===== config.mk =====
export PLATFORM = sky130hd
export DESIGN_NAME = bfs_max_degree_search_core
export DESIGN_NICKNAME = d
export VERILOG_FILES = /design/src/rtl/core/bmds_pkg.sv /design/src/rtl/core/bmds_ram.sv /design/src/rtl/core/bmds_seq.sv /design/src/rtl/core/bfs_max_degree_search_core.sv
export SDC_FILE = /design/constraint.sdc
export NUM_CORES = 1
export LEC_CHECK = 0
export BUFFER_PORTS_ARGS = -buffer_cell sky130_fd_sc_hd__buf_2
export CORE_MARGIN = 8
export CORE_UTILIZATION = 60
export CTS_CLUSTER_SIZE = 30
export DETAILED_ROUTE_END_ITERATION = 12
export PLACE_DENSITY = 0.76
export SLEW_MARGIN = 15
export SYNTH_ARGS = -nofsm -noshare
export SYNTH_HDL_FRONTEND = slang
export SYNTH_SLANG_ARGS = --single-unit
export TNS_END_PERCENT = 1

===== constraint.sdc =====
create_clock -name clk_i -period 4.27 [get_ports clk_i]
set_input_delay 0.427 -clock clk_i [delete_from_list [all_inputs] [get_ports clk_i]]
set_output_delay 0.427 -clock clk_i [all_outputs]
set_load 0.03 [all_outputs]

===== src/rtl/core/bmds_pkg.sv =====
// ----------------------------------------------------------------------------
// bmds_pkg
// Shared types and constants of the breadth-first max-degree search core.
// ----------------------------------------------------------------------------
package bmds_pkg;

  // fixed field widths of the command and result ports
  localparam int unsigned CMD_W    = 2;
  localparam int unsigned VTX_W    = 4;
  localparam int unsigned STATUS_W = 3;
  localparam int unsigned DEG_W    = 4;

  // default sizing
  localparam int unsigned VERTICES_DEF   = 16;
  localparam int unsigned MAX_DEGREE_DEF = 8;

  // command codes
  typedef enum logic [CMD_W-1:0] {
    CMD_ADD_VERTEX = 2'd0,
    CMD_ADD_EDGE   = 2'd1,
    CMD_QUERY      = 2'd2,
    CMD_NONE       = 2'd3
  } cmd_e;

  // result status codes
  typedef enum logic [STATUS_W-1:0] {
    ST_OK           = 3'd0,
    ST_DUP          = 3'd1,
    ST_SRC_MISSING  = 3'd2,
    ST_DST_MISSING  = 3'd3,
    ST_BOTH_MISSING = 3'd4,
    ST_FULL         = 3'd5
  } status_e;

  // sequencer states
  typedef enum logic [2:0] {
    S_IDLE,
    S_EDGE,
    S_POP,
    S_CUR,
    S_CNT,
    S_NB
  } state_e;

  // one finished transaction from the sequencer
  typedef struct packed {
    logic             done;
    status_e          status;
    logic [VTX_W-1:0] vertex;
    logic [DEG_W-1:0] degree;
  } result_t;

endpackage


===== src/rtl/core/bmds_ram.sv =====
// ----------------------------------------------------------------------------
// bmds_ram
// Generic single-clock RAM: one write port, one read port, registered read.
// ----------------------------------------------------------------------------
module bmds_ram #(
  parameter int unsigned WIDTH = 4,
  parameter int unsigned DEPTH = 16
) (
  input  logic                     clk_i,
  input  logic                     we_i,
  input  logic [$clog2(DEPTH)-1:0] waddr_i,
  input  logic [WIDTH-1:0]         wdata_i,
  input  logic [$clog2(DEPTH)-1:0] raddr_i,
  output logic [WIDTH-1:0]         rdata_o
);

  logic [WIDTH-1:0] mem_q [DEPTH];
  logic [WIDTH-1:0] rdata_q;

  // write and registered read
  always_ff @(posedge clk_i) begin
    if (we_i) begin
      mem_q[waddr_i] <= wdata_i;
    end
    rdata_q <= mem_q[raddr_i];
  end

  assign rdata_o = rdata_q;

endmodule


===== src/rtl/core/bmds_seq.sv =====
// ----------------------------------------------------------------------------
// bmds_seq
// Command sequencer: presence and visited flags, edge insertion and the
// breadth-first walk over the degree, neighbor and queue memories.
// ----------------------------------------------------------------------------
module bmds_seq #(
  parameter int unsigned VERTICES   = bmds_pkg::VERTICES_DEF,
  parameter int unsigned MAX_DEGREE = bmds_pkg::MAX_DEGREE_DEF,
  localparam int unsigned VW  = $clog2(VERTICES),
  localparam int unsigned CW  = $clog2(MAX_DEGREE + 1),
  localparam int unsigned NAW = $clog2(VERTICES * MAX_DEGREE)
) (
  input  logic                         clk_i,
  input  logic                         rst_ni,
  input  logic                         start,
  output logic                         busy,
  input  logic [bmds_pkg::CMD_W-1:0]   cmd_i,
  input  logic [bmds_pkg::VTX_W-1:0]   first_vertex_i,
  input  logic [bmds_pkg::VTX_W-1:0]   second_vertex_i,
  output bmds_pkg::result_t            result_o,
  // degree memory
  output logic                         cnt_we_o,
  output logic [VW-1:0]                cnt_waddr_o,
  output logic [CW-1:0]                cnt_wdata_o,
  output logic [VW-1:0]                cnt_raddr_o,
  input  logic [CW-1:0]                cnt_rdata_i,
  // neighbor memory
  output logic                         nbr_we_o,
  output logic [NAW-1:0]               nbr_waddr_o,
  output logic [bmds_pkg::VTX_W-1:0]   nbr_wdata_o,
  output logic [NAW-1:0]               nbr_raddr_o,
  input  logic [bmds_pkg::VTX_W-1:0]   nbr_rdata_i,
  // walk queue memory
  output logic                         q_we_o,
  output logic [VW-1:0]                q_waddr_o,
  output logic [VW-1:0]                q_wdata_o,
  output logic [VW-1:0]                q_raddr_o,
  input  logic [VW-1:0]                q_rdata_i
);

  bmds_pkg::state_e state_q, state_d;

  logic [VERTICES-1:0] present_q, present_d;
  logic [VERTICES-1:0] visited_q, visited_d;
  logic [VW:0]         head_q, head_d;
  logic [VW:0]         tail_q, tail_d;

  logic [VW-1:0]                src_q, src_d;
  logic [bmds_pkg::VTX_W-1:0]   dst_q, dst_d;
  logic [VW-1:0]                cur_q, cur_d;
  logic [CW-1:0]                n_q, n_d;
  logic [CW-1:0]                idx_q, idx_d;
  logic [VW-1:0]                best_q, best_d;
  logic [CW-1:0]                bestdeg_q, bestdeg_d;

  logic          a_ok, b_ok;
  logic [VW-1:0] a_idx, b_idx, nb_idx;
  logic          nb_new;
  logic [CW-1:0] n_clip;

  // neighbor memory address of a list slot
  function automatic logic [NAW-1:0] nbr_addr(input logic [VW-1:0] v,
                                              input logic [CW-1:0] i);
    nbr_addr = NAW'(v) * NAW'(MAX_DEGREE) + NAW'(i);
  endfunction

  // operand decode
  assign a_idx  = VW'(first_vertex_i);
  assign b_idx  = VW'(second_vertex_i);
  assign a_ok   = (32'(first_vertex_i) < VERTICES) && present_q[a_idx];
  assign b_ok   = (32'(second_vertex_i) < VERTICES) && present_q[b_idx];
  assign nb_idx = VW'(nbr_rdata_i);
  assign nb_new = (32'(nbr_rdata_i) < VERTICES) && !visited_q[nb_idx] &&
                  (tail_q < (VW+1)'(VERTICES));
  assign n_clip = (32'(cnt_rdata_i) > MAX_DEGREE) ? CW'(MAX_DEGREE) : cnt_rdata_i;

  assign busy = (state_q != bmds_pkg::S_IDLE);

  // state register
  always_ff @(posedge clk_i or negedge rst_ni) begin
    if (!rst_ni) begin
      state_q   <= bmds_pkg::S_IDLE;
      present_q <= '0;
      visited_q <= '0;
      head_q    <= '0;
      tail_q    <= '0;
    end else begin
      state_q   <= state_d;
      present_q <= present_d;
      visited_q <= visited_d;
      head_q    <= head_d;
      tail_q    <= tail_d;
    end
  end

  // walk operands
  always_ff @(posedge clk_i) begin
    src_q     <= src_d;
    dst_q     <= dst_d;
    cur_q     <= cur_d;
    n_q       <= n_d;
    idx_q     <= idx_d;
    best_q    <= best_d;
    bestdeg_q <= bestdeg_d;
  end

  // next state, memory requests and results
  always_comb begin
    state_d   = state_q;
    present_d = present_q;
    visited_d = visited_q;
    head_d    = head_q;
    tail_d    = tail_q;
    src_d     = src_q;
    dst_d     = dst_q;
    cur_d     = cur_q;
    n_d       = n_q;
    idx_d     = idx_q;
    best_d    = best_q;
    bestdeg_d = bestdeg_q;

    cnt_we_o    = 1'b0;
    cnt_waddr_o = '0;
    cnt_wdata_o = '0;
    cnt_raddr_o = '0;
    nbr_we_o    = 1'b0;
    nbr_waddr_o = '0;
    nbr_wdata_o = '0;
    nbr_raddr_o = '0;
    q_we_o      = 1'b0;
    q_waddr_o   = '0;
    q_wdata_o   = '0;
    q_raddr_o   = '0;

    result_o        = '0;
    result_o.status = bmds_pkg::ST_OK;

    case (state_q)
      bmds_pkg::S_IDLE: begin
        if (start) begin
          case (bmds_pkg::cmd_e'(cmd_i))
            bmds_pkg::CMD_ADD_VERTEX: begin
              result_o.done = 1'b1;
              if (32'(first_vertex_i) >= VERTICES) begin
                result_o.status = bmds_pkg::ST_SRC_MISSING;
              end else if (present_q[a_idx]) begin
                result_o.status = bmds_pkg::ST_DUP;
              end else begin
                present_d[a_idx] = 1'b1;
                cnt_we_o         = 1'b1;
                cnt_waddr_o      = a_idx;
                cnt_wdata_o      = '0;
              end
            end
            bmds_pkg::CMD_ADD_EDGE: begin
              if (!a_ok && !b_ok) begin
                result_o.done   = 1'b1;
                result_o.status = bmds_pkg::ST_BOTH_MISSING;
              end else if (!a_ok) begin
                result_o.done   = 1'b1;
                result_o.status = bmds_pkg::ST_SRC_MISSING;
              end else if (!b_ok) begin
                result_o.done   = 1'b1;
                result_o.status = bmds_pkg::ST_DST_MISSING;
              end else begin
                cnt_raddr_o = a_idx;
                src_d       = a_idx;
                dst_d       = second_vertex_i;
                state_d     = bmds_pkg::S_EDGE;
              end
            end
            bmds_pkg::CMD_QUERY: begin
              if (!a_ok) begin
                result_o.done   = 1'b1;
                result_o.status = bmds_pkg::ST_SRC_MISSING;
              end else begin
                visited_d        = '0;
                visited_d[a_idx] = 1'b1;
                q_we_o           = 1'b1;
                q_waddr_o        = '0;
                q_wdata_o        = a_idx;
                head_d           = '0;
                tail_d           = (VW+1)'(1);
                best_d           = a_idx;
                bestdeg_d        = '0;
                state_d          = bmds_pkg::S_POP;
              end
            end
            default: begin
              result_o.done = 1'b1;
            end
          endcase
        end
      end

      // degree of the source is back: append or report a full list
      bmds_pkg::S_EDGE: begin
        result_o.done = 1'b1;
        state_d       = bmds_pkg::S_IDLE;
        if (32'(cnt_rdata_i) >= MAX_DEGREE) begin
          result_o.status = bmds_pkg::ST_FULL;
        end else begin
          nbr_we_o    = 1'b1;
          nbr_waddr_o = nbr_addr(src_q, cnt_rdata_i);
          nbr_wdata_o = dst_q;
          cnt_we_o    = 1'b1;
          cnt_waddr_o = src_q;
          cnt_wdata_o = cnt_rdata_i + CW'(1);
        end
      end

      // dequeue the next vertex or finish the walk
      bmds_pkg::S_POP: begin
        if (head_q == tail_q) begin
          result_o.done   = 1'b1;
          result_o.vertex = bmds_pkg::VTX_W'(best_q);
          result_o.degree = bmds_pkg::DEG_W'(bestdeg_q);
          state_d         = bmds_pkg::S_IDLE;
        end else begin
          q_raddr_o = head_q[VW-1:0];
          head_d    = head_q + (VW+1)'(1);
          state_d   = bmds_pkg::S_CUR;
        end
      end

      // dequeued vertex is back: fetch its degree
      bmds_pkg::S_CUR: begin
        cur_d       = q_rdata_i;
        cnt_raddr_o = q_rdata_i;
        state_d     = bmds_pkg::S_CNT;
      end

      // degree is back: track the best and start the neighbor reads
      bmds_pkg::S_CNT: begin
        n_d = n_clip;
        if (n_clip > bestdeg_q) begin
          best_d    = cur_q;
          bestdeg_d = n_clip;
        end
        if (n_clip == '0) begin
          state_d = bmds_pkg::S_POP;
        end else begin
          nbr_raddr_o = nbr_addr(cur_q, '0);
          idx_d       = CW'(1);
          state_d     = bmds_pkg::S_NB;
        end
      end

      // one neighbor per cycle: enqueue unvisited ones
      bmds_pkg::S_NB: begin
        if (nb_new) begin
          visited_d[nb_idx] = 1'b1;
          q_we_o            = 1'b1;
          q_waddr_o         = tail_q[VW-1:0];
          q_wdata_o         = nb_idx;
          tail_d            = tail_q + (VW+1)'(1);
        end
        if (idx_q < n_q) begin
          nbr_raddr_o = nbr_addr(cur_q, idx_q);
          idx_d       = idx_q + CW'(1);
        end else begin
          state_d = bmds_pkg::S_POP;
        end
      end

      default: begin
        state_d = bmds_pkg::S_IDLE;
      end
    endcase
  end

  // queue pointers stay ordered and bounded
  assert property (@(posedge clk_i) disable iff (!rst_ni)
    (head_q <= tail_q) && (tail_q <= (VW+1)'(VERTICES)))
    else $error("walk queue pointers out of order");

  // a finished transaction always leaves the sequencer idle
  assert property (@(posedge clk_i) disable iff (!rst_ni)
    result_o.done |=> (state_q == bmds_pkg::S_IDLE))
    else $error("sequencer not idle after result");

  // a dequeued vertex is only taken right after a queue read
  assert property (@(posedge clk_i) disable iff (!rst_ni)
    (state_q == bmds_pkg::S_CUR) |-> ($past(state_q) == bmds_pkg::S_POP))
    else $error("queue data used without a read");

  // at least one vertex stays marked while walking
  assert property (@(posedge clk_i) disable iff (!rst_ni)
    (state_q == bmds_pkg::S_POP) |-> (visited_q != '0))
    else $error("walk running with no visited vertex");

  // every queue write while reading neighbors advances the tail
  assert property (@(posedge clk_i) disable iff (!rst_ni)
    (q_we_o && (state_q == bmds_pkg::S_NB)) |=> (tail_q == $past(tail_q) + (VW+1)'(1)))
    else $error("queue write without tail advance");

endmodule


===== src/rtl/core/bfs_max_degree_search_core.sv =====
// ----------------------------------------------------------------------------
// bfs_max_degree_search_core
// Directed graph store with add vertex, add edge and a breadth-first query
// that returns the reachable vertex with the most out-edges.
// ----------------------------------------------------------------------------
// Add vertex, unused command and rejected commands give done_o in the cycle
//   after acceptance; add edge first reads the degree memory (S_EDGE), then done_o is registered.
// Query: each dequeued vertex costs a queue read, a degree read and a setup
//   step, then one neighbor per cycle. Add vertex, unused and rejected
//   commands leave the core idle, so a new command can be taken every cycle.
// busy is high while an add edge or query is in flight; the result strobe cannot stall.
// Reset clears presence and visited flags; the memories need no clearing.
// ----------------------------------------------------------------------------
module bfs_max_degree_search_core #(
  parameter int unsigned VERTICES   = bmds_pkg::VERTICES_DEF,
  parameter int unsigned MAX_DEGREE = bmds_pkg::MAX_DEGREE_DEF
) (
  input  logic                          clk_i,
  input  logic                          rst_ni,
  input  logic                          start,
  output logic                          busy,
  input  logic [bmds_pkg::CMD_W-1:0]    cmd_i,
  input  logic [bmds_pkg::VTX_W-1:0]    first_vertex_i,
  input  logic [bmds_pkg::VTX_W-1:0]    second_vertex_i,
  output logic                          done_o,
  output logic [bmds_pkg::STATUS_W-1:0] status_o,
  output logic [bmds_pkg::VTX_W-1:0]    found_vertex_o,
  output logic [bmds_pkg::DEG_W-1:0]    found_degree_o
);

  localparam int unsigned VW  = $clog2(VERTICES);
  localparam int unsigned CW  = $clog2(MAX_DEGREE + 1);
  localparam int unsigned NAW = $clog2(VERTICES * MAX_DEGREE);

  bmds_pkg::result_t result;

  logic                       cnt_we;
  logic [VW-1:0]              cnt_waddr, cnt_raddr;
  logic [CW-1:0]              cnt_wdata, cnt_rdata;
  logic                       nbr_we;
  logic [NAW-1:0]             nbr_waddr, nbr_raddr;
  logic [bmds_pkg::VTX_W-1:0] nbr_wdata, nbr_rdata;
  logic                       q_we;
  logic [VW-1:0]              q_waddr, q_wdata, q_raddr, q_rdata;

  logic                          done_q;
  logic [bmds_pkg::STATUS_W-1:0] status_q;
  logic [bmds_pkg::VTX_W-1:0]    vertex_q;
  logic [bmds_pkg::DEG_W-1:0]    degree_q;

  // command sequencer
  bmds_seq #(
    .VERTICES   (VERTICES),
    .MAX_DEGREE (MAX_DEGREE)
  ) u_seq (
    .clk_i           (clk_i),
    .rst_ni          (rst_ni),
    .start           (start),
    .busy            (busy),
    .cmd_i           (cmd_i),
    .first_vertex_i  (first_vertex_i),
    .second_vertex_i (second_vertex_i),
    .result_o        (result),
    .cnt_we_o        (cnt_we),
    .cnt_waddr_o     (cnt_waddr),
    .cnt_wdata_o     (cnt_wdata),
    .cnt_raddr_o     (cnt_raddr),
    .cnt_rdata_i     (cnt_rdata),
    .nbr_we_o        (nbr_we),
    .nbr_waddr_o     (nbr_waddr),
    .nbr_wdata_o     (nbr_wdata),
    .nbr_raddr_o     (nbr_raddr),
    .nbr_rdata_i     (nbr_rdata),
    .q_we_o          (q_we),
    .q_waddr_o       (q_waddr),
    .q_wdata_o       (q_wdata),
    .q_raddr_o       (q_raddr),
    .q_rdata_i       (q_rdata)
  );

  // out-degree per vertex
  bmds_ram #(
    .WIDTH (CW),
    .DEPTH (VERTICES)
  ) u_cnt_ram (
    .clk_i   (clk_i),
    .we_i    (cnt_we),
    .waddr_i (cnt_waddr),
    .wdata_i (cnt_wdata),
    .raddr_i (cnt_raddr),
    .rdata_o (cnt_rdata)
  );

  // neighbor lists, MAX_DEGREE slots per vertex
  bmds_ram #(
    .WIDTH (bmds_pkg::VTX_W),
    .DEPTH (VERTICES * MAX_DEGREE)
  ) u_nbr_ram (
    .clk_i   (clk_i),
    .we_i    (nbr_we),
    .waddr_i (nbr_waddr),
    .wdata_i (nbr_wdata),
    .raddr_i (nbr_raddr),
    .rdata_o (nbr_rdata)
  );

  // breadth-first walk queue
  bmds_ram #(
    .WIDTH (VW),
    .DEPTH (VERTICES)
  ) u_q_ram (
    .clk_i   (clk_i),
    .we_i    (q_we),
    .waddr_i (q_waddr),
    .wdata_i (q_wdata),
    .raddr_i (q_raddr),
    .rdata_o (q_rdata)
  );

  // result strobe register
  always_ff @(posedge clk_i or negedge rst_ni) begin
    if (!rst_ni) begin
      done_q <= 1'b0;
    end else begin
      done_q <= result.done;
    end
  end

  // result payload register
  always_ff @(posedge clk_i) begin
    if (result.done) begin
      status_q <= result.status;
      vertex_q <= result.vertex;
      degree_q <= result.degree;
    end
  end

  assign done_o         = done_q;
  assign status_o       = status_q;
  assign found_vertex_o = vertex_q;
  assign found_degree_o = degree_q;

endmodule

[Word-level counts from Yosys, hierarchy flattened]
Memories as Yosys holds them, arrays and structs flattened. A register that Yosys moved wholly into a read port is not among the register bits.
Cells that the tools add are included.
W data, S select, Z words.
Storage, ports and cells
  memories: 3
  bits in writable memories: 640
  input port bits: 13
  word-level logic and storage cells: 191
  register bits: 85
Cells by class
  reduce and logical (&&, ||, !) cells: 23
  bitwise logic cells: 4
  equal/unequal tests: 22
  $lt $le $gt $ge: 10
  add/subtract/negate cells: 6
  mux-type cells: 107
Memories
  u_nbr_ram.mem_q: words 128, width 4, read ports 1, clocked after memory_dff 1, wr ports 1, RTL line bmds_ram.sv:17  | logic [WIDTH-1:0] mem_q [DEPTH];
  u_cnt_ram.mem_q: words 16, width 4, read ports 1, clocked after memory_dff 1, wr ports 1, RTL line bmds_ram.sv:17
  u_q_ram.mem_q: words 16, width 4, read ports 1, clocked after memory_dff 1, wr ports 1, RTL line bmds_ram.sv:17
Operators with widths (number)
  $mux W4: 37
  $mux W16: 4
  $pmux W4 S2: 6
  $mux W5: 8
  $or A16 B16 Y16: 2
  $pmux W16 S2: 1
  $mux W7: 4
  $mux W3: 8
  $mux W1: 22
  $pmux W5 S2: 2
  $lt A4 B5 Y1 const B: 3
  $pmux W3 S5: 1
  $reduce_and A5 Y1: 3
  $add A7 B4 Y7: 2
  $pmux W7 S2: 1
  $bmux W1 S4: 3
  $pmux W3 S2: 2
  $add A5 B1 Y5 const B: 2
  $ne A2 B2 Y1 const B: 5
  $ne A3 B2 Y1 const B: 3
  $pmux W3 S3: 1
  $add A4 B1 Y4 const B: 2
  $demux W1 S4: 2
  $ge A4 B1 Y1 const B: 2
  other kinds (29): 46

[Longest topological paths before layout]
Gate-level depths: netlist (run 1).
  word-level depth: 8
  mapped depth: 16

[Cells and area by module]
A second synthesis (run 1) with hierarchy kept.
Second synthesis, totals
  cells, all modules: 1669
  area total of the unflattened synthesis: 30555.6 sq um
By module, submodules not included
  bmds_ram at u_nbr_ram: area an instance 20193.1 sq um, cells an instance 908, sequential area each 15454.8 sq um, instances 1
  bmds_ram at u_cnt_ram ...: area an instance 2666.3 sq um, cells an instance 130, sequential area each 2001.9 sq um, instances 2
  bmds_seq: area an instance 4674.5 sq um, cells an instance 489, sequential area each 1966.9 sq um, instances 1
  bfs_max_degree_search_core: area an instance 355.3 sq um, cells an instance 12, sequential area each 355.3 sq um, instances 1

[Worst setup path after synthesis (run 1)]
Ideal clock, no wire load.
  kind: flip-flop to flip-flop
  from: reg u_seq.state_q[2]
  to: mem u_nbr_ram.mem_q[0][0] (data pin)
  cell stages (with the launch flop): 5
  setup time: 0.535 ns
  setup slack: 0.480 ns
  required time: 3.735 ns
  arrival: 3.256 ns
  cells stage by stage: dfrtp_1 -> buf_2 -> nor4_1 -> clkbuf_1 -> and2_1
Between the ends
  word-level cells in the longest chain between the ends: 2
RTL lines
  from (decl): RTL line bmds_seq.sv:41  | bmds_pkg::state_e state_q, state_d;
  from (signal assigned): RTL line bmds_seq.sv:82  | state_q <= bmds_pkg::S_IDLE;
  from (signal assigned): RTL line bmds_seq.sv:88  | state_q <= state_d;
  $eq A3 B1 Y1: RTL line bmds_seq.sv:138  | case (state_q)
  $mux W4: RTL line bmds_seq.sv:138
  via nbr_wdata, one bit: RTL line bfs_max_degree_search_core.sv:42  | logic [bmds_pkg::VTX_W-1:0] nbr_wdata, nbr_rdata;
  to (decl): RTL line bmds_ram.sv:17
The timed path passes the listed nets, and every way through them passes these cells.

[Final worst setup path (run 1)]
  from: reg u_seq.idx_q[3]
  to: reg u_nbr_ram.rdata_q[2], in the netlist u_nbr_ram.rdata_o[2], read port of u_nbr_ram.mem_q
Between the ends
  word-level cells in the longest chain between the ends: 3
  elaborated cells between the ends (all ways): 4
RTL lines
  from (decl): RTL line bmds_seq.sv:52  | logic [CW-1:0] idx_q, idx_d;
  from (signal assigned): RTL line bmds_seq.sv:102  | idx_q <= idx_d;
  $add A7 B4 Y7 / $lt A4 B4 Y1 (equally long branches): RTL line bmds_seq.sv:64, bmds_seq.sv:258
  $mux W7 (*): RTL line bmds_seq.sv:258  | if (idx_q < n_q) begin
  $pmux W7 S2 (*): RTL line bmds_seq.sv:138
  to (decl): RTL line bmds_ram.sv:18  | logic [WIDTH-1:0] rdata_q;
Every way passes the cells marked *; elsewhere a longest branch is shown, timed or not.
A chain may end at the register's enable or synchronous reset.

==> impl_metrics.env, run 1 <==
export IMPL_status="completed"
export IMPL_syn_area_per_cell_um2=13.70
export IMPL_worstPathMaxFanout=11
export IMPL_die_w_um=245.8
export IMPL_die_h_um=245.8
export IMPL_drt_total_wl_um=84280
export IMPL_cts_root_buf="clkbuf_16"
export IMPL_groute_usage_overall=0.2774
export IMPL_antenna_found_initial=0
export IMPL_num_nets_final=2389
export IMPL_setup_ws_ns=0.4138
export IMPL_drv_slew=0
export IMPL_yosysWarnings=0
export IMPL_holdPathStages=1
export IMPL_htree_levels=3
export IMPL_diodes=0
export IMPL_grt_setup_unrepaired="no"
export IMPL_drcViolationCount=0
export IMPL_ff2ff_path_depth=9
export IMPL_cts_made_buffers=75
export IMPL_async_reset_ff_frac=0.06242
export IMPL_syn_cell_area_um2=31670
export IMPL_drtPass1Iterations=6
export IMPL_finalSetupViolations=0
export IMPL_pwr_share_clk=0.425
export IMPL_synth_cells=2311
export IMPL_port_buffers=25
export IMPL_wire_per_inst_um=27.21
export IMPL_swShare=0.2152
export IMPL_yosys_most_used_dff="edfxtp_1"
export IMPL_worstPathRequired_ns=4.76
export IMPL_yosysTopAreaCellShare=0.6438
export IMPL_p_int_mw=12.22
export IMPL_p_seq_frac=0.526
export IMPL_holdPathEnd="u_seq.dst_q[1]"
export IMPL_leakagePower_nw=12.08
export IMPL_cts_tree="yes"
export IMPL_detail_route_antenna_nets=0
export IMPL_fmaxAchievable_ghz=0.2593
export IMPL_power_density_nw_per_um2=441.1
export IMPL_yosysTopAreaCell="edfxtp_1"
export IMPL_vias=21040
export IMPL_syn_num_nets=2350
export IMPL_drtIter0Drc=3059
export IMPL_fin_crit_sh=0.9031
export IMPL_synth_edff_count=679
export IMPL_gp_congestion=0.9731
export IMPL_tns_ns=0
export IMPL_io_pin_count=26
export IMPL_end_kind="flop"
export IMPL_worstSetupPathType="flop to flop"
export IMPL_fp_row_count=84
export IMPL_cp_arrival_ns=4.34
export IMPL_r2r_end="u_nbr_ram.rdata_o[2]"
export IMPL_tightest_slew_ns=1.174
export IMPL_grt_pass1_vias=20700
export IMPL_coreArea_um2=52340
export IMPL_maxSlewHeadroom=0.1974
export IMPL_reg2reg_slack_ns=0.41
export IMPL_syn2layout_area_growth_pct=11.44
export IMPL_start_util=0.6051
export IMPL_clk_pin_slew_ns=0.06
export IMPL_cts_sinks=737
export IMPL_clock_latency_ns=0.62
export IMPL_synth_cell_types=78
export IMPL_vias_per_cell=6.793
export IMPL_r2r_start="u_seq.idx_q[3]"
export IMPL_grt_overflow=0
export IMPL_fp_dieArea_um2=60390
export IMPL_grt_start_max_net_pins=129
export IMPL_pre_cts_ws_ns=0.4061
export IMPL_drive_gt1_frac=0.1374
export IMPL_synth_most_common_cell="edfxtp_1"
export IMPL_clock_path_buffers=3
export IMPL_drv_cap=0
export IMPL_irDropWorstVdd_mv=0.5224
export IMPL_nFillCells=3601
export IMPL_yosysSeqAreaShare=0.6877
export IMPL_min_period_ns=3.856
export IMPL_ys_ff_latch=737
export IMPL_ys_top_cells_by_count="edfxtp_1, nor2_1, nand2_1"
export IMPL_skew_ns=0.02708
export IMPL_grt_pass1_wl_um=127200
export IMPL_min_path_type="input pin to flop"
export IMPL_min_delay_start="second_vertex_i[1]"
export IMPL_place_hpwl_um=52940
export IMPL_hold_violations=0
export IMPL_p_comb_frac=0.048
export IMPL_worstSetupStartpointType="flop"
export IMPL_power_switching_mw=3.351
export IMPL_netlist_top_cells_area="edfxtp_1, dfrtp_1, nor2_1"
[per-layer routing]
layer	vias up	global-route usage	wire length (µm)
met4	0	0.1141	3579
met2	1463	0.4457	40180
met3	261	0.05408	8736
li1	8967	-	-
met5	-	0	0
met1	10350	0.3714	31790
[worst max path at each step]
| stage | endpoint | start | depth (start not counted) | slack [ns] |
|---|---|---|---|---|
| finish | u_nbr_ram.rdata_o[2] | u_seq.idx_q[3] | 9 | 0.41 |
| global route | u_nbr_ram.rdata_o[2] | u_seq.idx_q[3] | 9 | 0.28 |
| floorplan | u_nbr_ram.mem_q[0][0] | u_seq.state_q[2] | 4 | 0.48 |
| CTS | u_nbr_ram.rdata_o[2] | u_seq.idx_q[3] | 9 | 0.51 |
| detailed placement | u_cnt_ram.rdata_o[2] | first_vertex_i[3] | 13 | 0.41 |
| global placement | u_cnt_ram.rdata_o[3] | first_vertex_i[0] | 11 | 0.61 |
[power by group through the flow]
stage          clock network (mW)  registers [mW]  logic (mW)
2_1_floorplan                   0            8.26       0.564
3_3_place_gp                    0            8.32       0.706
3_5_place_dp                    0            8.34       0.733
4_1_cts                      6.65            8.19       0.747
5_1_grt                      6.93            8.21       0.820
6_report                     6.62            8.20       0.752
[critical path, stage by stage (launching register included)]
cell and delay, ns:
edfxtp_1 0.43, ha_1 0.37, a21oi_1 0.31, and3_1 0.48, o2111ai_1 0.47, o221ai_1 0.39, o21ai_0 0.14, nor4_1 0.43
nor3b_1 0.20, or4_1 0.52
[layout by cell type, fill, tap and decap left out, types with 23 or more instances in the layout]
cell type	synthesis	final
clkbuf_16	0	77
edfxtp_1	679	679
o21ai_0	84	84
o22ai_1	45	45
a211oi_1	39	39
mux2_2	32	32
a21oi_1	161	159
mux4_2	43	43
dfrtp_1	46	46
nor3_1	23	23
nand3_1	40	40
o221ai_1	33	33
clkinv_1	3	26
nand2_1	187	187
inv_1	29	29
buf_2	45	24
mux2i_1	90	90
nor2_1	265	263
ha_1	26	26
buf_4	0	75
[cell families (layout without fill, tap and decap cells)]
| kind of cell | count (synthesis) | count (layout) | synth area share |
|---|---|---|---|
| adders and majority gates | 26 | 26 | 0.01027 |
| muxes | 165 | 165 | 0.07040 |
| DFF | 737 | 737 | 0.6877 |
| AOI/OAI and AO/OA | 527 | 527 | 0.1096 |
| buffers and inverters | 182 | 280 | 0.02406 |
| xor gates and xnor gates | 16 | 16 | 0.004425 |
| and+or+nand+nor | 658 | 658 | 0.09355 |
[registers in the layout, summed over array words and instances, names as in the netlist, 5 cells and up]
register         cells
u_seq.tail_q         5
u_seq.present_q     16
u_seq.visited_q     16
u_cnt_ram.mem_q     64
u_q_ram.mem_q       64
u_nbr_ram.mem_q    512
u_seq.head_q         5
[per-stage QoR]
stage | utilization | hold slack [ns] | cells | power, mW | area, µm²
after global routing | 0.6743 | 0.02415 | 3097 | 15.96 | 35300
final | 0.6743 | 0.04354 | 3097 | 15.57 | 35300
after detailed placement | 0.6271 | 0.4890 | 2960 | 9.069 | 32820
after floorplan | - | 0.1314 | 2311 | 8.824 | 31670
after CTS | 0.6740 | 0.01507 | 3096 | 15.59 | 35280
after global placement | 0.6271 | 0.4847 | 2960 | 9.026 | 32820
[cell type report]
| cell class | instances | area [µm²] | share of cell area |
|---|---|---|---|
| clock inverters | 46 | 440.4 | 0.01248 |
| repair buffers | 109 | 873.3 | 0.02474 |
| flip-flops and latches | 737 | 21780 | 0.6171 |
| well taps | 688 | 860.8 | 0.02439 |
| clock buffers | 90 | 2016 | 0.05711 |
| inverters | 35 | 131.4 | 0.003722 |
| multi-input cells | 1392 | 9193 | 0.2604 |
[timing repair]
action	in CTS	in global routing
gates resized for setup	0	0
hold buffers	0	1
hold endpoints to repair	0	46
setup buffers	0	0
No activity file was read; power rests on OpenSTA's default activity.
==> run 2: changes to the inputs <==
--- a/config.mk
+++ b/config.mk
@@ -5,7 +5,9 @@
 export SDC_FILE = /design/constraint.sdc
 export NUM_CORES = 1
 export LEC_CHECK = 0
+export ABC_AREA = 1
 export BUFFER_PORTS_ARGS = -buffer_cell sky130_fd_sc_hd__buf_2
+export CAP_MARGIN = 40
 export CORE_MARGIN = 8
 export CORE_UTILIZATION = 60
 export CTS_CLUSTER_SIZE = 30
==> run 2 against run 1 <==
Effect of this change:
- final area up 3.2%
- sequential share of layout area shrank 1.9 points
- flip-flop and latch count is the same
- critical path type unchanged
- highest routed layer unchanged
==> impl_metrics.env, run 2 <==
export IMPL_use_met1=0.3532
export IMPL_port_buffers=25
export IMPL_path_cells="inv_1 -> ha_1 -> inv_1 -> nor2_4 -> nand3_4 -> buf_12 -> nand2_1 -> nand2_1 -> nand2_1 -> nand2_1 -> nand2_1 -> nand3_1 -> nand3_1 -> nand3_1 -> nand3_1 -> nand2_1"
export IMPL_slowest_delay_ns=0.65
export IMPL_synth_compound_area_frac=0.03028
export IMPL_worstSetupPathType="flop to flop"
export IMPL_end_kind="flop"
export IMPL_diodes=0
export IMPL_worstPathRequired_ns=4.78
export IMPL_swShare=0.2518
export IMPL_synth_cell_types=41
export IMPL_place_hpwl_um=51710
export IMPL_drv_cap=0
export IMPL_cts_root_buf="clkbuf_16"
export IMPL_synth_cells=3213
export IMPL_drive_gt1_frac=0.06856
export IMPL_synth_fa_ha_area_frac=0.009902
export IMPL_cp_arrival_ns=4.13
export IMPL_cp_slowest_cell="nand3_4"
export IMPL_synth_most_common_cell="nand2_1"
export IMPL_grt_pass1_wl_um=133000
export IMPL_drv_slew=0
export IMPL_fp_dieArea_um2=62500
export IMPL_fmaxAchievable_ghz=0.2761
export IMPL_start_util=0.6081
export IMPL_power_switching_mw=4.218
export IMPL_largest_register="u_nbr_ram.mem_q"
export IMPL_clk_pin_slew_ns=0.06
export IMPL_grt_busiest_layer="met2"
export IMPL_fin_util=0.6745
export IMPL_status="completed"
export IMPL_layout_commonest_cell="nand2_1"
export IMPL_num_nets_final=3246
export IMPL_yosys_most_used_dff="edfxtp_1"
export IMPL_maxSlewHeadroom=0.4169
export IMPL_cts_setup_buffers=0
export IMPL_area_sequential_um2=21780
export IMPL_htree_levels=3
export IMPL_met2_usage=0.4410
export IMPL_synth_xor_area_frac=0.003732
export IMPL_fin_cells=3963
export IMPL_die_w_um=250.0
export IMPL_yosysTopAreaCell="edfxtp_1"
export IMPL_groute_usage_overall=0.2696
export IMPL_p_int_mw=12.54
export IMPL_final_cell_mix="nand2_1, edfxtp_1, nand3_1"
export IMPL_cp_top_family="simple AND/OR/NAND/NOR gates"
export IMPL_ys_top_cells_by_count="nand2_1, edfxtp_1, nand3_1"
export IMPL_clock_latency_ns=0.63
export IMPL_drtPass1Iterations=6
export IMPL_fp_row_count=85
export IMPL_r2r_start="u_seq.state_q[1]"
export IMPL_clock_path_buffers=3
export IMPL_nFillCells=3962
export IMPL_fin_crit_sh=0.8483
export IMPL_min_path_type="input pin to flop"
export IMPL_hold_slack_ns=0.05658
export IMPL_worstPathMaxFanout=57
export IMPL_cts_made_buffers=76
export IMPL_yosysTopAreaCellShare=0.6206
export IMPL_synth_simple_area_share=0.2493
export IMPL_top_regs="u_nbr_ram.mem_q x512, u_cnt_ram.mem_q x64, u_q_ram.mem_q x64"
export IMPL_leakagePower_nw=14.15
export IMPL_grt_pass1_vias=23880
export IMPL_io_pin_count=26
export IMPL_wire_per_inst_um=21.72
export IMPL_dp_cells=3822
export IMPL_p_comb_frac=0.104
export IMPL_irDropWorstVdd_mv=0.4034
export IMPL_cp_num_buf_inv=3
export IMPL_p_seq_frac=0.496
export IMPL_async_reset_ff_frac=0.06242
export IMPL_tightest_slew_ns=0.8747
export IMPL_cts_resized_gates=0
export IMPL_cts_tree="yes"
export IMPL_min_delay_start="second_vertex_i[3]"
export IMPL_skew_ns=0.02917
export IMPL_vias=24530
export IMPL_gp_congestion=0.9592
export IMPL_met3_usage=0.04937
export IMPL_yosysWarnings=0
export IMPL_syn_cell_area_um2=32850
export IMPL_finalSetupViolations=0
export IMPL_coreArea_um2=54030
export IMPL_min_period_ns=3.622
export IMPL_grt_start_max_net_pins=151
export IMPL_multiInputGateArea_um2=9722
export IMPL_pwr_share_clk=0.400
export IMPL_drtIter0Drc=3109
export IMPL_die_h_um=250.0
export IMPL_synth_top_family_by_area="simple AND/OR/NAND/NOR gates"
export IMPL_crit_start="u_seq.state_q[1]"
export IMPL_vias_per_cell=6.189
export IMPL_hold_buffers=1
export IMPL_grt_setup_unrepaired="no"
export IMPL_syn_num_nets=3252
export IMPL_detail_route_antenna_nets=0
export IMPL_netlist_top_cells_area="edfxtp_1, nand2_1, nand3_1"
export IMPL_largest_register_ffs=512
export IMPL_drcViolationCount=0
export IMPL_antenna_found_initial=0
export IMPL_syn2layout_area_growth_pct=10.92
export IMPL_synth_edff_count=679
export IMPL_ys_ff_latch=737
export IMPL_cpMostUsedCell="nand2_1"
export IMPL_synth_area_mux_share=0
export IMPL_hold_violations=0
export IMPL_yosysSeqAreaShare=0.6630
export IMPL_drt_total_wl_um=86080
export IMPL_cts_sinks=737
export IMPL_grt_overflow=0
export IMPL_worstSetupStartpointType="flop"
export IMPL_syn_area_per_cell_um2=10.22
export IMPL_power_density_nw_per_um2=459.8
## run 2: changes by cell type in the layout (fill, tap and decap cells not counted), moves of 22 or more
cell / previous run / this run
mux4_2: 43 / 0
nand2_1: 187 / 941
buf_4: 75 / 53
mux2_2: 32 / 0
nand3_1: 40 / 589
mux2i_1: 90 / 0
o221ai_1: 33 / 0
o22ai_1: 45 / 13
inv_1: 29 / 175
a21oi_1: 159 / 11
a211oi_1: 39 / 0
nand4_1: 11 / 82
## run 2: cell families (layout without fill, tap and decap cells)
logic type / after synthesis / after routing
AOI/OAI and AO/OA: 168 / 168
xor gates and xnor gates: 14 / 14
adders and majority gates: 26 / 26
buffers and inverters: 364 / 418
DFF: 737 / 737
and+or+nand+nor: 1904 / 1904
## run 2: worst paths after layout
path | to | slack [ns] | depth (start not counted)
max | u_nbr_ram.rdata_o[2] | 0.65 | 16
min | u_seq.dst_q[3] | 0.06 | 1
max reg2reg | u_nbr_ram.rdata_o[2] | 0.65 | 16
min reg2reg | u_seq.cur_q[2] | 0.44 | 0
max in group asynchronous | u_seq.state_q[2] | 3.48 | 3
min in group asynchronous | u_seq.visited_q[2] | 0.26 | 2
## run 2: power groups by stage
stage | combinational [mW] | clock (mW) | sequential (mW)
after floorplan | 0.976 | 0 | 8.53
after global placement | 1.65 | 0 | 8.45
after detailed placement | 1.70 | 0 | 8.45
after CTS | 1.71 | 6.74 | 8.31
after global routing | 1.88 | 7.01 | 8.32
final | 1.74 | 6.71 | 8.31
## run 2: routing by layer
metal | vias up | routed length [µm]
met1 | 11690 | 32740
met4 | 0 | 3369
met2 | 1474 | 41070
met3 | 261 | 8905
met5 | - | 0
li1 | 11110 | -
## run 2: area by class of cell
cell class	count	share of cell area
Clock inverter	36	0.01198
Clock buffer	102	0.05686
Inverter	184	0.01895
Multi-Input combinational cell	2112	0.2668
Sequential cell	737	0.5977
Timing Repair Buffer	96	0.02376
Tap cell	696	0.02390
## run 2: worst register-to-register path, delay by kind of cell (launching register included)
kind / cells / cell delay, ns
flops: 1 / 0.43
fa+ha+maj: 1 / 0.31
buf+inv: 3 / 0.83
simple gates: 12 / 1.94
## run 2: metrics by stage
| step | TNS [ns] | setup slack, ns | total power [mW] | instance area, µm² |
|---|---|---|---|---|
| 2_1_floorplan | -258.37 | -0.5046 | 9.501 | 32850 |
| 3_3_place_gp | 0 | 0.7864 | 10.10 | 33830 |
| 3_5_place_dp | 0 | 0.7834 | 10.15 | 33890 |
| 6_report | 0 | 0.6479 | 16.75 | 36440 |
| 4_1_cts | 0 | 0.7575 | 16.76 | 36410 |
| 5_1_grt | 0 | 0.4719 | 17.21 | 36440 |
